--- src/rtl/thrq_pkg.sv ---
`default_nettype none

package thrq_pkg;

    // Field widths of the request and result
    localparam int OP_W   = 3;
    localparam int QSEL_W = 3;
    localparam int ID_W   = 6;
    localparam int STAT_W = 2;

    // Default sizes of the link store and the queue tables
    localparam int DEF_MAX_THREADS = 64;
    localparam int DEF_NUM_QUEUES  = 8;

    // Operation codes
    localparam logic [OP_W-1:0] OP_APPEND  = 3'd0;
    localparam logic [OP_W-1:0] OP_INSERT2 = 3'd1;
    localparam logic [OP_W-1:0] OP_POP     = 3'd2;
    localparam logic [OP_W-1:0] OP_SIGNAL  = 3'd3;
    localparam logic [OP_W-1:0] OP_BCAST   = 3'd4;

    // Status codes
    localparam logic [STAT_W-1:0] STAT_OK      = 2'd0;
    localparam logic [STAT_W-1:0] STAT_EMPTY   = 2'd1;
    localparam logic [STAT_W-1:0] STAT_ILLEGAL = 2'd2;

    typedef struct packed {
        logic [OP_W-1:0]   op;
        logic [QSEL_W-1:0] queue_sel;
        logic [ID_W-1:0]   thread_id;
    } t_request;

    typedef struct packed {
        logic [ID_W-1:0]   out_thread;
        logic [STAT_W-1:0] status;
    } t_result;

    // Controller states
    typedef enum logic [1:0] {
        S_IDLE,
        S_FETCH,
        S_UPDATE,
        S_LINK2
    } t_state;

    // Commands from controller to datapath
    typedef struct packed {
        logic capture;
        logic fetch;
        logic update;
        logic link2;
    } t_cmd;

    // Status from datapath to controller
    typedef struct packed {
        logic two_writes;
    } t_sts;

endpackage

`default_nettype wire

--- src/rtl/thrq_ctrl.sv ---
`default_nettype none

module thrq_ctrl (
    input  wire              i_clk,
    input  wire              i_rst_n,
    input  wire              i_start,
    input  thrq_pkg::t_sts   i_sts,
    output thrq_pkg::t_cmd   o_cmd,
    output logic             o_busy
);
    import thrq_pkg::*;

    t_state r_state;
    t_state n_state;

    // Hold state
    always_ff @(posedge i_clk) begin
        if (!i_rst_n) begin
            r_state <= S_IDLE;
        end else begin
            r_state <= n_state;
        end
    end

    // Sequence one request: capture, fetch link, update, optional second link write
    always_comb begin
        n_state = r_state;
        o_cmd   = '0;
        o_busy  = 1'b1;
        case (r_state)
            S_IDLE: begin
                o_busy = 1'b0;
                if (i_start) begin
                    o_cmd.capture = 1'b1;
                    n_state       = S_FETCH;
                end
            end
            S_FETCH: begin
                o_cmd.fetch = 1'b1;
                n_state     = S_UPDATE;
            end
            S_UPDATE: begin
                o_cmd.update = 1'b1;
                n_state      = i_sts.two_writes ? S_LINK2 : S_IDLE;
            end
            S_LINK2: begin
                o_cmd.link2 = 1'b1;
                n_state     = S_IDLE;
            end
            default: begin
                n_state = S_IDLE;
            end
        endcase
    end

endmodule

`default_nettype wire

--- src/rtl/thrq_dp.sv ---
`default_nettype none

module thrq_dp #(
    parameter int MAX_THREADS = thrq_pkg::DEF_MAX_THREADS,
    parameter int NUM_QUEUES  = thrq_pkg::DEF_NUM_QUEUES
) (
    input  wire                 i_clk,
    input  wire                 i_rst_n,
    input  thrq_pkg::t_request  i_req,
    input  thrq_pkg::t_cmd      i_cmd,
    output thrq_pkg::t_sts      o_sts,
    output logic                o_done,
    output thrq_pkg::t_result   o_result
);
    import thrq_pkg::*;

    localparam int TW = $clog2(MAX_THREADS);
    localparam int QW = $clog2(NUM_QUEUES);

    // Latched request
    logic [OP_W-1:0]   r_op;
    logic [QSEL_W-1:0] r_qs;
    logic [ID_W-1:0]   r_tid;

    // Queue tables (entry 0 unused: the run queue lives in registers)
    logic [ID_W-1:0]   r_head_mem [NUM_QUEUES];
    logic [ID_W-1:0]   r_tail_mem [NUM_QUEUES];
    logic [ID_W-1:0]   r_hd_rd;
    logic [ID_W-1:0]   r_tl_rd;
    logic [ID_W-1:0]   r_run_head;
    logic [ID_W-1:0]   r_run_tail;
    logic [NUM_QUEUES-1:0] r_nonempty;

    // Shared next-link store
    logic [ID_W-1:0]   r_link_mem [MAX_THREADS];
    logic [ID_W-1:0]   r_link_rd;

    t_result r_result;
    logic    r_done;

    logic              q_ok;
    logic              tid_ok;
    logic              is_run;
    logic [QW-1:0]     qidx;
    logic              cur_ne;
    logic [ID_W-1:0]   cur_h;
    logic [ID_W-1:0]   cur_t;

    logic [STAT_W-1:0] n_status;
    logic [ID_W-1:0]   n_outt;
    logic              lk_we;
    logic [ID_W-1:0]   lk_wa;
    logic [ID_W-1:0]   lk_wd;
    logic              hq_we;
    logic [ID_W-1:0]   hq_wd;
    logic              tq_we;
    logic              ne_set;
    logic              ne_clr;
    logic              h0_we;
    logic              t0_we;
    logic [ID_W-1:0]   t0_wd;
    logic              ne0_set;

    logic              link_we;
    logic [ID_W-1:0]   link_wa;
    logic [ID_W-1:0]   link_wd;

    // Decode the latched request and select the addressed queue
    assign q_ok   = 32'(r_qs) < NUM_QUEUES;
    assign tid_ok = 32'(r_tid) < MAX_THREADS;
    assign is_run = (r_qs == '0);
    assign qidx   = QW'(r_qs);
    assign cur_ne = q_ok ? r_nonempty[qidx] : 1'b0;
    assign cur_h  = is_run ? r_run_head : r_hd_rd;
    assign cur_t  = is_run ? r_run_tail : r_tl_rd;

    // Work out the result and every table update of the request
    always_comb begin
        n_status = STAT_ILLEGAL;
        n_outt   = '0;
        lk_we    = 1'b0;
        lk_wa    = cur_t;
        lk_wd    = r_tid;
        hq_we    = 1'b0;
        hq_wd    = r_tid;
        tq_we    = 1'b0;
        ne_set   = 1'b0;
        ne_clr   = 1'b0;
        h0_we    = 1'b0;
        t0_we    = 1'b0;
        t0_wd    = cur_h;
        ne0_set  = 1'b0;
        if (q_ok) begin
            case (r_op)
                OP_APPEND, OP_INSERT2: begin
                    if (tid_ok) begin
                        n_status = STAT_OK;
                        if (!cur_ne) begin
                            hq_we  = 1'b1;
                            tq_we  = 1'b1;
                            ne_set = 1'b1;
                        end else if (r_op == OP_APPEND) begin
                            lk_we = 1'b1;
                            lk_wa = cur_t;
                            lk_wd = r_tid;
                            tq_we = 1'b1;
                        end else begin
                            // new thread takes over the head's successor
                            lk_we = 1'b1;
                            lk_wa = r_tid;
                            lk_wd = r_link_rd;
                            tq_we = (cur_t == cur_h);
                        end
                    end
                end
                OP_POP: begin
                    if (!cur_ne) begin
                        n_status = STAT_EMPTY;
                    end else begin
                        n_status = STAT_OK;
                        n_outt   = cur_h;
                        if (cur_t == cur_h) begin
                            ne_clr = 1'b1;
                        end else begin
                            hq_we = 1'b1;
                            hq_wd = r_link_rd;
                        end
                    end
                end
                OP_SIGNAL: begin
                    if (!is_run) begin
                        if (!cur_ne) begin
                            n_status = STAT_EMPTY;
                        end else begin
                            n_status = STAT_OK;
                            n_outt   = cur_h;
                            if (cur_t == cur_h) begin
                                ne_clr = 1'b1;
                            end else begin
                                hq_we = 1'b1;
                                hq_wd = r_link_rd;
                            end
                            // append the popped thread to the run queue
                            if (r_nonempty[0]) begin
                                lk_we = 1'b1;
                                lk_wa = r_run_tail;
                                lk_wd = cur_h;
                            end else begin
                                h0_we = 1'b1;
                            end
                            t0_we   = 1'b1;
                            t0_wd   = cur_h;
                            ne0_set = 1'b1;
                        end
                    end
                end
                OP_BCAST: begin
                    if (!is_run) begin
                        if (!cur_ne) begin
                            n_status = STAT_EMPTY;
                        end else begin
                            n_status = STAT_OK;
                            // splice the whole list onto the run queue
                            if (r_nonempty[0]) begin
                                lk_we = 1'b1;
                                lk_wa = r_run_tail;
                                lk_wd = cur_h;
                            end else begin
                                h0_we = 1'b1;
                            end
                            t0_we   = 1'b1;
                            t0_wd   = cur_t;
                            ne0_set = 1'b1;
                            ne_clr  = 1'b1;
                        end
                    end
                end
                default: begin
                end
            endcase
        end
    end

    // Insert second on a non-empty queue needs a second link write
    assign o_sts.two_writes = q_ok && tid_ok && (r_op == OP_INSERT2) && cur_ne;

    // Pick the link write of this cycle
    assign link_we = (i_cmd.update && lk_we) || i_cmd.link2;
    assign link_wa = i_cmd.link2 ? cur_h : lk_wa;
    assign link_wd = i_cmd.link2 ? r_tid : lk_wd;

    // Link store: one write port, one registered read
    always_ff @(posedge i_clk) begin
        if (i_cmd.fetch) begin
            r_link_rd <= r_link_mem[TW'(cur_h)];
        end
        if (link_we) begin
            r_link_mem[TW'(link_wa)] <= link_wd;
        end
    end

    // Queue tables: registered read at capture, write at update
    always_ff @(posedge i_clk) begin
        if (i_cmd.capture) begin
            r_hd_rd <= r_head_mem[QW'(i_req.queue_sel)];
            r_tl_rd <= r_tail_mem[QW'(i_req.queue_sel)];
        end
        if (i_cmd.update && !is_run) begin
            if (hq_we) begin
                r_head_mem[qidx] <= hq_wd;
            end
            if (tq_we) begin
                r_tail_mem[qidx] <= r_tid;
            end
        end
    end

    // Latch the request, update run-queue pointers, register the result
    always_ff @(posedge i_clk) begin
        if (i_cmd.capture) begin
            r_op  <= i_req.op;
            r_qs  <= i_req.queue_sel;
            r_tid <= i_req.thread_id;
        end
        if (i_cmd.update) begin
            r_result.out_thread <= n_outt;
            r_result.status     <= n_status;
            if (is_run && hq_we) begin
                r_run_head <= hq_wd;
            end
            if (is_run && tq_we) begin
                r_run_tail <= r_tid;
            end
            if (h0_we) begin
                r_run_head <= cur_h;
            end
            if (t0_we) begin
                r_run_tail <= t0_wd;
            end
        end
    end

    // Occupancy flags and result strobe
    always_ff @(posedge i_clk) begin
        if (!i_rst_n) begin
            r_nonempty <= '0;
            r_done     <= 1'b0;
        end else begin
            r_done <= i_cmd.update;
            if (i_cmd.update) begin
                if (ne_set) begin
                    r_nonempty[qidx] <= 1'b1;
                end
                if (ne_clr) begin
                    r_nonempty[qidx] <= 1'b0;
                end
                if (ne0_set) begin
                    r_nonempty[0] <= 1'b1;
                end
            end
        end
    end

    assign o_done   = r_done;
    assign o_result = r_result;

endmodule

`default_nettype wire

--- src/rtl/thread_run_queue_engine.sv ---
`default_nettype none

// Takes one request at a time: capture, fetch, update; insert-second into a non-empty queue adds
// a second link-write step, since the single write port of the link store needs two writes for it.
// The request is captured with registered reads of the queue tables, the link store is read in the
// fetch step, and the result and o_done are registered from the update step.
// The receiver cannot stall: each result is valid for exactly one cycle.
// Synchronous active-low reset idles the controller and marks every queue empty.
module thread_run_queue_engine #(
    parameter int MAX_THREADS = thrq_pkg::DEF_MAX_THREADS,
    parameter int NUM_QUEUES  = thrq_pkg::DEF_NUM_QUEUES
) (
    input  wire                 i_clk,
    input  wire                 i_rst_n,
    input  wire                 start,
    output logic                busy,
    input  thrq_pkg::t_request  i_req,
    output logic                o_done,
    output thrq_pkg::t_result   o_result
);
    import thrq_pkg::*;

    t_cmd w_cmd;
    t_sts w_sts;

    thrq_ctrl u_ctrl (
        .i_clk   (i_clk),
        .i_rst_n (i_rst_n),
        .i_start (start),
        .i_sts   (w_sts),
        .o_cmd   (w_cmd),
        .o_busy  (busy)
    );

    thrq_dp #(
        .MAX_THREADS (MAX_THREADS),
        .NUM_QUEUES  (NUM_QUEUES)
    ) u_dp (
        .i_clk    (i_clk),
        .i_rst_n  (i_rst_n),
        .i_req    (i_req),
        .i_cmd    (w_cmd),
        .o_sts    (w_sts),
        .o_done   (o_done),
        .o_result (o_result)
    );

    // A result strobe follows only an update step
    a_done_after_update: assert property (@(posedge i_clk) disable iff (!i_rst_n)
        o_done |-> $past(w_cmd.update))
        else $error("result strobe without update step");

    // A taken request keeps the block busy in the next cycle
    a_busy_after_start: assert property (@(posedge i_clk) disable iff (!i_rst_n)
        (start && !busy) |=> busy)
        else $error("block not busy after request taken");

    // At most one command at a time
    a_cmd_onehot: assert property (@(posedge i_clk) disable iff (!i_rst_n)
        $onehot0(w_cmd))
        else $error("more than one datapath command");

    // A reported status is always a defined code
    a_status_code: assert property (@(posedge i_clk) disable iff (!i_rst_n)
        o_done |-> (o_result.status == STAT_OK || o_result.status == STAT_EMPTY ||
                    o_result.status == STAT_ILLEGAL))
        else $error("undefined status code");

endmodule

`default_nettype wire
--- config.mk ---
export PLATFORM = sky130hd
export DESIGN_NAME = thread_run_queue_engine
export DESIGN_NICKNAME = d
export VERILOG_FILES = /design/src/rtl/thrq_pkg.sv /design/src/rtl/thrq_ctrl.sv /design/src/rtl/thrq_dp.sv /design/src/rtl/thread_run_queue_engine.sv
export SDC_FILE = /design/constraint.sdc
export NUM_CORES = 1
export LEC_CHECK = 0
export BUFFER_PORTS_ARGS = -buffer_cell sky130_fd_sc_hd__buf_2
export CORE_MARGIN = 5
export CORE_UTILIZATION = 50
export CTS_CLUSTER_DIAMETER = 80
export CTS_CLUSTER_SIZE = 16
export DETAILED_ROUTE_END_ITERATION = 6
export HOLD_SLACK_MARGIN = 0.12
export MAX_ROUTING_LAYER = met4
export PLACE_DENSITY_LB_ADDON = 0.12
export SETUP_SLACK_MARGIN = 0.2
export SYNTH_ARGS = -nofsm -noshare
export SYNTH_HDL_FRONTEND = slang
export SYNTH_HIERARCHICAL = 1
export SYNTH_SLANG_ARGS = --single-unit
--- constraint.sdc ---
create_clock -name i_clk -period 5.6 [get_ports i_clk]
set_input_delay 0.56 -clock i_clk [delete_from_list [all_inputs] [get_ports i_clk]]
set_output_delay 0.56 -clock i_clk [all_outputs]
set_load 0.05 [all_outputs]
=== Yosys cells after proc, flatten, opt, wreduce, memory -nomap -nowiden ===
Memories as Yosys holds them, arrays and structs flattened. A register that Yosys moved wholly into a read port is not among the register bits.
Index checks and enable logic that the tools add are counted.

* Memories: 3
* Logic and storage cells: 127
* Bits in writable memories: 480
* Register bits: 43
* Output and inout bits: 10

{| class="wikitable"
|+ Memory list
! memory !! depth !! width !! read ports !! clocked after memory_dff !! write ports !! line !! RTL
|-
| u_dp.r_link_mem || 64 || 6 || 1 || 1 || 1 || thrq_dp.sv:35 || <nowiki>logic [ID_W-1:0] r_link_mem [MAX_THREADS];</nowiki>
|-
| u_dp.r_head_mem || 8 || 6 || 1 || 1 || 1 || thrq_dp.sv:26 || <nowiki>logic [ID_W-1:0] r_head_mem [NUM_QUEUES];</nowiki>
|-
| u_dp.r_tail_mem || 8 || 6 || 1 || 1 || 1 || thrq_dp.sv:27 || <nowiki>logic [ID_W-1:0] r_tail_mem [NUM_QUEUES];</nowiki>
|}

* Bitwise gates (word level): 3
* Equality and inequality tests: 9
* Reduce and logical (&&, ||, !) cells: 17
* Multiplexer cells: 83
* Magnitude comparators: 2

{| class="wikitable"
|+ Operators with widths
! cell !! number
|-
| 6-bit 2-to-1 mux || 26
|-
| 6-bit one-hot mux with 2 select lines || 4
|-
| 1-bit 2-to-1 mux || 39
|-
| 8-bit 2-to-1 mux || 4
|-
| 8-bit AND || 1
|-
| 8-bit inverter || 1
|-
| 8-bit OR || 1
|-
| 2-bit one-hot mux with 4 select lines || 1
|-
| 3-bit by 2-bit equality test with 1-bit output (second input constant) || 2
|-
| 6-bit equality test || 1
|-
| 1-bit logical AND || 6
|-
| 3-bit logical NOT || 2
|-
| 2-bit 2-to-1 mux || 3
|-
| 1-bit one-hot mux with 3 select lines || 2
|-
| 2-bit one-hot mux with 3 select lines || 1
|-
| 2-bit equality test (second input constant) || 2
|-
| 3-bit by 4-bit less-than comparator with 1-bit output (second input constant) || 1
|-
| 2-bit AND reduction || 2
|-
| 2-bit nonzero test || 2
|-
| 2-bit OR reduction || 2
|-
| 1-bit binary-select mux with 3-bit select || 1
|-
| 1-bit demux with 3-bit select || 1
|-
| 3-bit by 1-bit equality test with 1-bit output (second input constant) || 1
|-
| 3-bit equality test (second input constant) || 1
|-
| 7 further kinds || 7
|}

=== Depth between registers and ports, before layout ===
Gate-level depths: netlist of the first run.

* Word-level depth: 11
* Depth in mapped cells: 14

=== Cells and area by module ===
The synthesis of the first run kept the hierarchy.

{| class="wikitable"
|+ Modules (own cells, without submodules)
! module !! sequential area each (um^2) !! instances !! area each (um^2) !! cells an instance
|-
| thrq_dp || 16095.4 || 1 || 22529.1 || 1406
|-
| thrq_ctrl || 40.0 || 1 || 120.1 || 13
|}

=== Least setup slack after synthesis of the first run ===
No wires, ideal clock.

* Path kind: register -> register
* Start point: reg u_dp.r_qs[0], in the netlist u_dp/qidx[0]
* End point: mem u_dp.r_link_mem[38][0], enable pin
* Buffers on the path: 2
* Slack: 1.953 ns
* Period minus slack after synthesis: 3.647 ns
* Stages on the path, launching flop included: 10
* Arrival time: 3.261 ns
* Required time: 5.214 ns
* Cell sequence: edfxtp_1 > buf_6 > and3_1 > o311a_1 > a211oi_2 > mux2_2 > a221oi_2 > o211ai_2 > buf_2 > nor4_1

* Word-level cells in the longest chain between the ends: 9

{| class="wikitable"
|+ RTL lines
! element !! line !! RTL
|-
| start, declared || thrq_dp.sv:22 || <nowiki>logic [QSEL_W-1:0] r_qs;</nowiki>
|-
| start signal, assigned || thrq_dp.sv:222 || <nowiki>r_qs <= i_req.queue_sel;</nowiki>
|-
| 1-bit binary-select mux with 3-bit select || thrq_dp.sv:73 || <nowiki>assign cur_ne = q_ok ? r_nonempty[qidx] : 1'b0;</nowiki>
|-
| 1-bit 2-to-1 mux (implied by the code) || thrq_dp.sv:73 ||
|-
| 1-bit 2-to-1 mux || thrq_dp.sv:159 || <nowiki>if (!cur_ne) begin</nowiki>
|-
| 1-bit 2-to-1 mux || thrq_dp.sv:158 || <nowiki>if (!is_run) begin</nowiki>
|-
| 1-bit one-hot mux with 2 select lines || thrq_dp.sv:94 || <nowiki>case (r_op)</nowiki>
|-
| 1-bit logical AND || thrq_dp.sv:188 || <nowiki>assign link_we = (i_cmd.update && lk_we) || i_cmd.link2;</nowiki>
|-
| 1-bit logical OR || thrq_dp.sv:188 ||
|-
| 1-bit 2-to-1 mux || thrq_dp.sv:197 || <nowiki>if (link_we) begin</nowiki>
|-
| 1-bit 2-to-1 mux (implied by the code) || thrq_dp.sv:198 || <nowiki>r_link_mem[TW'(link_wa)] <= link_wd;</nowiki>
|-
| end, declared || thrq_dp.sv:35 ||
|}

Several ways; a longest one is shown, not always the timed one. The select of a mux whose other input is x is not followed.

=== Final worst setup path of the first run ===
* Start point: reg u_dp.r_qs[0], in the netlist u_dp/qidx[0]
* End point: mem u_dp.r_link_mem[53][2], enable pin

Same word-level chain as after synthesis.

==> impl_results.md, run 1 <==
* Worst slew pin tran at 1.25 ns
* Setup crit end: u_dp/r_link_mem[53][2]
* Setup Fix Bufs, Post-CTS at 0
* Post-DR wirelength/cell at 25.8 um
* Clock sink total at approximately 540
* Clk buf depth at 3
* WP buf/inv at 1
* All-Layer GR Usage at 0.224
* Final setup skew at 0.0255 ns
* RSZ-0062 raised after global routing: no
* Crit path arrival time at approximately 4.8 ns
* Synthesized netlist cell count at 1,419
* Die ar. at 49,700 sq um
* Met1 Usage GRT at 0.318
* Max cap viols at 0
* Slowest cell on crit path: nor4_1
* Period minus WS final at 4.58 ns
* R2r setup slk at 1.02 ns
* Crit-path max FO at 26
* Yosys top cell area share at 0.703
* Setup CP Type: register to register
* Yosys warns at 6
* H-tree depth at 2
* Largest area contributor in the netlist: edfxtp_1
* First-pass GRT wire length at 81,900 um
* Synth unique cells at 77
* Post-synthesis sequential area ratio at 0.712
* # placed instances at 2,050
* Setup TNS at 0 ns
* Share of cells above drive strength 1 at 0.194
* IO Port Bufs at 24
* Final Hold Viols at 0
* Critical path data required time at 5.77 ns
* Area growth syn-to-layout at 10.7%
* Die width at 223 um
* Clock buffer count from CTS at 40
* Final period util at 0.818
* CTS Root Cell: clkbuf_16
* DR DRC count at 0
* Cts hold-fix bufs at 0
* Final worst slack at 1.02 ns
* CORE AREA at 45,100 sq um
* Peak supply drop at around 240 uV
* Worst reg-to-reg path cell count at 8
* Synth Flop Type: edfxtp_1
* # setup viols final at 0
* Die Y at roughly 220 um
* Nets at 1,507
* CTS resizes at 0
* Dpl cell area at approximately 24,000 sq um
* Status: completed
* Global route overflow at 0
* Rel. slew slack at 0.159
* IO Count at 25
* Setup Slack @ Placement at 1.13 ns
* Area contributors post-synth: edfxtp_1 70%, mux4_2 6.0%, mux2i_1 3.3%
* Met2 usage at 0.330
* FFs w/ async S/R, synth at 0
* Crit-path cells: mux2i_1 -> o2bb2ai_1 -> a211o_1 -> a211oi_1 -> o32ai_1 -> nand3_1 -> buf_4 -> nor4_1
* RR Startpoint: u_dp/qidx[0]
* Critical Path Stages at 8
* Static leakage at 8.22 nW
* Seq cells post-synth at between 500 and 600
* Worst Setup SP: u_dp/qidx[0]
* Initial antenna violation count at 1
* Worst Hold Class: input pin to register
* GPL Wtd Cong at 0.933
* Design Area, Final at between 20,000 and 30,000 sq um
* Skew-Pair Late Insertion Delay at 0.58 ns
* Pwr dens at 321 nW/um^2
* Largest net degree at the start of global routing at 65
* CTS tree: done
* Syn_area_per_cell at 16.0 sq um
* Crit-path max cell delay at 1.01 ns
* Slew Viols, Final at 0
* Reg-to-Reg End: u_dp/r_link_mem[53][2]
* Fmax at between 200 and 250 MHz
* DP HPWL at 35,200 um
* EDFF count, synth at 530
* Drt via density at 6.16
* First-pass DRT Iterations at 5
* FILL cells at 3,603
* Row count at 78
* Via Count at about 13k
* Final cell count without fillers at 2,109
* GRT Max-Usage Layer: met2
* Starting density of the core at 0.502
* Met3 Usage GRT at 0.0447
* Initial DRC Count at 1,288
* Cell family with most CP delay: compound AO/OA/AOI/OAI gates
* Final ANT Viol Nets at 0
* Routed wire length at between 50,000 and 60,000 um
* Vias in the first global route at 12.9k
* Cell Area, Synth at 22,600 sq um
* Nature of the critical path endpoint: register
* Worst setup SP type: register
* Worst-path clk slew at approximately 0.07 ns
[layout make-up]
cell class	count	area, sq um	share of cell area
Clock buffer	55	1100	0.0439
Sequential cell	541	16100	0.643
Antenna cell	1	2.50	0.0000998
Inverter	13	48.8	0.00195
Multi-Input combinational cell	773	6090	0.243
Clock inverter	3	36.3	0.00145
Timing Repair Buffer	123	913	0.0364
Tap cell	600	751	0.0299
[sequential cells by signal, summed over array words and instances, names as in the netlist]
signal / cells
u_dp/r_nonempty: 8
u_dp/o_done: 1
u_dp/r_hd_rd: 6
u_dp/r_tail_mem: 48
u_dp/r_op: 3
u_dp/r_tl_rd: 6
u_dp/r_run_tail: 6
u_dp/r_link_mem: 384
u_ctrl/r_state: 2
u_dp/r_link_rd: 6
u_dp/r_run_head: 6
u_dp/qidx: 3
u_dp/o_result: 8
u_dp/r_head_mem: 48
u_dp/r_tid: 6
[cells by family (layout without fill, tap and decap cells)]
| logic type | after synthesis | in the layout | synth area share |
|---|---|---|---|
| other | 1 | 13 | 0.000166 |
| buffers and inverters | 116 | 194 | 0.0225 |
| AO/OA/AOI/OAI | 269 | 269 | 0.0846 |
| flip-flops | 541 | 541 | 0.712 |
| AND/OR/NAND/NOR | 320 | 320 | 0.0691 |
| XOR/XNOR | 6 | 6 | 0.00232 |
| multiplexers | 166 | 166 | 0.109 |
[cells in the final DEF, fill, tap and decap left out, types with 16 or more instances in the layout]
cell type,count
o21ai_0,23
nand2_1,135
a21oi_1,61
buf_4,95
mux4_2,60
mux2_2,24
buf_2,24
a22oi_1,20
o22ai_1,30
mux2i_1,73
edfxtp_1,530
nor2_1,45
clkbuf_16,42
a211oi_1,16
nor4_1,65
and3_1,16
[routing by layer]
| metal | share of wire | wire length [um] |
|---|---|---|
| met5 | 0 | 0 |
| met4 | 0.031 | 1670 |
| met3 | 0.071 | 3860 |
| met2 | 0.46 | 25100 |
| met1 | 0.44 | 23900 |
[worst min path at each step]
stage                            start                 end  slack (ns)  depth (start not counted)
floorplan           u_dp/r_nonempty[5]  u_dp/r_nonempty[5]        0.49                          2
global placement    u_dp/r_nonempty[1]  u_dp/r_nonempty[1]        0.52                          1
detailed placement  u_dp/r_nonempty[1]  u_dp/r_nonempty[1]        0.52                          1
CTS                           i_req[4]       u_dp/r_tid[4]        0.14                          1
global route                  i_req[0]       u_dp/r_tid[0]        0.16                          1
finish                        i_req[4]       u_dp/r_tid[4]        0.18                          1
[synthesized netlist by cell type (6+ instances only)]
cell type and count:
edfxtp_1 530, nand2_1 138, mux2i_1 74, nor4_1 65, a21oi_1 61, clkbuf_1 60, mux4_2 60, nor2_1 46
buf_2 30, o22ai_1 30, mux2_2 24, o21ai_0 23, a2111oi_0 20, a22oi_1 20, a211oi_1 16, and3_1 16
a31oi_1 15, a22o_1 13, inv_1 13, dfxtp_1 11, nand3_1 10, a21o_1 8, a221oi_1 7, buf_1 7
a2111oi_2 6, mux2_1 6, nand2b_1 6, nor2b_1 6, o31ai_1 6
[metrics by stage]
| stage | power, mW | hold slack (ns) | util |
|---|---|---|---|
| 3_5_place_dp | 5.44 | 0.517 | 0.531 |
| 3_3_place_gp | 5.44 | 0.518 | 0.531 |
| 2_1_floorplan | 5.13 | 0.493 | - |
| 4_1_cts | 8.11 | 0.143 | 0.556 |
| 6_report | 8.04 | 0.179 | 0.556 |
| 5_1_grt | 8.32 | 0.159 | 0.556 |
[report_power, final]
part	total [mW]	switching (mW)	internal, mW
sequential	4.55	0.0371	4.52
combinational	0.805	0.550	0.255
clock	2.68	1.31	1.37
total	8.04	1.90	6.14
(Power assumes the default switching activity.)
==> inputs of run 2 (changes only) <==
==> constraint.sdc (replaced) <==
create_clock -name i_clk -period 4 [get_ports i_clk]
set_input_delay 0.4 -clock i_clk [delete_from_list [all_inputs] [get_ports i_clk]]
set_output_delay 0.4 -clock i_clk [all_outputs]
set_load 0.05 [all_outputs]
==> run 2 against run 1 <==
Compared with the run above: routed wire length is 4.5% higher; critical path depth is 2 higher; combinational power is 54% higher; clock skew is 0.0032 ns lower; register-to-register slack worse by 0.67 ns; utilization is 1.7 points higher; fmax is 25% higher; die area stayed put; non-clock buffer count is 80 higher; largest power group unchanged; flip-flop and latch count stayed put.
==> impl_results.md, run 2 (synthesis gave the netlist of run 1 again) <==
* Nets at 1,588 (was 1,507)
* Global route overflow at 0 (unchanged)
* Period minus WS final at 3.65 ns (was 4.58 ns)
* First-pass DRT Iterations at 5 (unchanged)
* Setup TNS at 0 ns (unchanged)
* Finished Core Util at 0.574 (was 0.556)
* CORE AREA at 45,100 sq um (unchanged)
* IO Count at 25 (unchanged)
* Hold path depth at 3 (was 1)
* Crit path arrival time at 3.94 ns (was 4.75 ns)
* Rel. slew slack at 0.318 (was 0.159)
* Clock sink total at 541 (unchanged)
* Initial DRC Count at 1,474 (was 1,288)
* Die Y at 223 um (unchanged)
* First-pass GRT wire length at 85,000 um (was 81,900 um)
* GPL Wtd Cong at 0.962 (was 0.933)
* Top reg by flops: u_dp/r_link_mem (unchanged)
* Nature of the critical path endpoint: register (unchanged)
* All-Layer GR Usage at 0.234 (was 0.224)
* Worst slew pin tran at 1.01 ns (was 1.25 ns)
* CTS Root Cell: clkbuf_16 (unchanged)
* Worst reg-to-reg path cell count at 10 (was 8)
* # setup viols final at 0 (unchanged)
* Crit-path max FO at 12 (was 26)
* Hold endpoint: u_dp/r_nonempty[0] (was u_dp/r_tid[4])
* CTS tree: done (unchanged)
* Initial antenna violation count at 2 (was 1)
* Status: completed (unchanged)
* FILL cells at 3,579 (was 3,603)
* Met3 Usage GRT at 0.0435 (was 0.0447)
* Largest net degree at the start of global routing at 65 (unchanged)
* WHS at 0.169 ns (was 0.179 ns)
* Die width at 223 um (unchanged)
* Area growth syn-to-layout at 14.2% (was 10.7%)
* Final Hold Viols at 0 (unchanged)
* Worst Hold Class: input pin to register (unchanged)
* Commonest non-fill, non-tap cell in the layout: edfxtp_1 (unchanged)
* Worst setup SP type: register (unchanged)
* Met1 Usage GRT at 0.328 (was 0.318)
* Static leakage at 8.66 nW (was 8.22 nW)
* Post-DR wirelength/cell at 26.0 um (was 25.8 um)
* Critical path data required time at 4.29 ns (was 5.77 ns)
* IO Port Bufs at 24 (unchanged)
* Slew Viols, Final at 0 (unchanged)
* Final setup skew at 0.0223 ns (was 0.0255 ns)
* Fmax at 274 MHz (was 218 MHz)
* Number of flip-flops in the largest register at 384 (unchanged)
* Worst-path clk slew at 0.07 ns (about the same)
* Clk buf depth at 3 (unchanged)
* Peak supply drop at 326 uV (was 241 uV)
* DP HPWL at 36,800 um (was 35,200 um)
* Reg-to-Reg End: u_dp/r_link_mem[13][3] (was u_dp/r_link_mem[53][2])
* RSZ-0062 raised after global routing: no (unchanged)
* Vias in the first global route at 13.3k (was 12.9k)
* Row count at 78 (unchanged)
* Met2 usage at 0.355 (was 0.330)
* GRT Max-Usage Layer: met2 (unchanged)
* Share of cells above drive strength 1 at 0.233 (was 0.194)
* Clock buffer count from CTS at 41 (was 40)
* Most frequent cells in the layout: 530 x edfxtp_1, 157 x buf_4, 135 x nand2_1, 72 x mux2i_1, 65 x nor4_1 (was 530 x edfxtp_1, 135 x nand2_1, 95 x buf_4, 73 x mux2i_1, 65 x nor4_1)
* Via Count at 13.4k (was 13.0k)
* Max cap viols at 0 (unchanged)
* Starting density of the core at 0.502 (unchanged)
* Skew-Pair Late Insertion Delay at 0.58 ns (about the same)
* Regs by FF count: u_dp/r_link_mem x384, u_dp/r_head_mem x48, u_dp/r_tail_mem x48 (unchanged)
* H-tree depth at 2 (unchanged)
* Setup CP Type: register to register (unchanged)
* Dpl cell area at 24,400 sq um (was 23,900 sq um)
* HP Start: i_rst_n (was i_req[4])
* Routed wire length at 57,000 um (was 54,500 um)
* Final period util at 0.913 (was 0.818)
* Drt via density at 6.13 (was 6.16)
* Design Area, Final at 25,900 sq um (was 25,100 sq um)
* DR DRC count at 0 (unchanged)
* Final ANT Viol Nets at 0 (unchanged)
* Die ar. at 49,700 sq um (unchanged)
* Total power at 11.5 mW (was 8.04 mW)
* Pwr dens at 443 nW/um^2 (was 321 nW/um^2)
* R2r setup slk at 0.35 ns (was 1.02 ns)
* RR Startpoint: u_dp/qidx[2] (was u_dp/qidx[0])
-- run 2: changes by cell type in the layout (fill, tap and decap cells not counted), moves of 4 or more --
cell           before  now
dlygate4sd3_1       0   10
buf_4              95  157
a2111oi_1           6    2
a2111oi_0          14   18
buf_12              4   10
-- run 2: report_power, final --
part           total [mW]  switching [mW]  leakage, nW  internal [mW]
logic                1.24           0.820         3.19          0.424
registers            6.36          0.0402         4.90           6.32
clock network        3.85            1.88        0.568           1.97
total                11.5            2.74         8.66           8.72
-- run 2: worst max-delay path by stage --
stage	from	endpoint	cells past startpoint
2_1_floorplan	u_dp/qidx[0]	u_dp/r_link_mem[38][0]	9
4_1_cts	u_dp/qidx[0]	u_dp/r_link_mem[34][0]	9
3_3_place_gp	u_dp/qidx[0]	u_dp/r_link_mem[35][4]	9
5_1_grt	u_dp/qidx[2]	u_dp/r_link_mem[22][5]	10
3_5_place_dp	u_dp/qidx[0]	u_dp/r_link_mem[47][5]	9
6_report	u_dp/qidx[2]	u_dp/r_link_mem[13][3]	10
-- run 2: layout make-up --
type	instances	area [sq um]	area share
Tap cell	600	751	0.0290
Sequential cell	541	16100	0.624
Antenna cell	2	5.00	0.000194
Inverter	13	48.8	0.00189
Clock inverter	4	52.6	0.00203
Multi-Input combinational cell	773	6130	0.237
Timing Repair Buffer	203	1620	0.0627
Clock buffer	55	1120	0.0433
-- run 2: timing repair --
item,in CTS,in global routing
gates resized for setup,2,12
buffers inserted,0,10
endpoints found under the hold margin,10,0
endpoints found under the setup margin,93,413
hold buffers,10,0
-- run 2: metal layers --
layer / wire length [um] / vias to the layer above
met5: 0 / -
met4: 1800 / 0
met3: 4050 / 108
met2: 26600 / 524
met1: 24600 / 6826
li1: - / 5980
-- run 2: metrics by stage --
step                      setup slack (ns)  instances
final                                0.350       2191
after floorplan                      0.353       1430
after global placement               0.269       2110
after CTS                            0.204       2179
after global routing                 0.215       2191
after detailed placement             0.134       2110
-- run 2: worst max-delay path, cell delays in order, from the launching register on --
cell	delay (ns)
edfxtp_1	0.54
buf_4	0.21
nor3b_1	0.29
o2bb2ai_1	0.28
a211o_2	0.33
mux2_2	0.39
a221oi_4	0.36
o2bb2ai_1	0.22
buf_4	0.24
nor4_1	0.28
buf_4	0.20
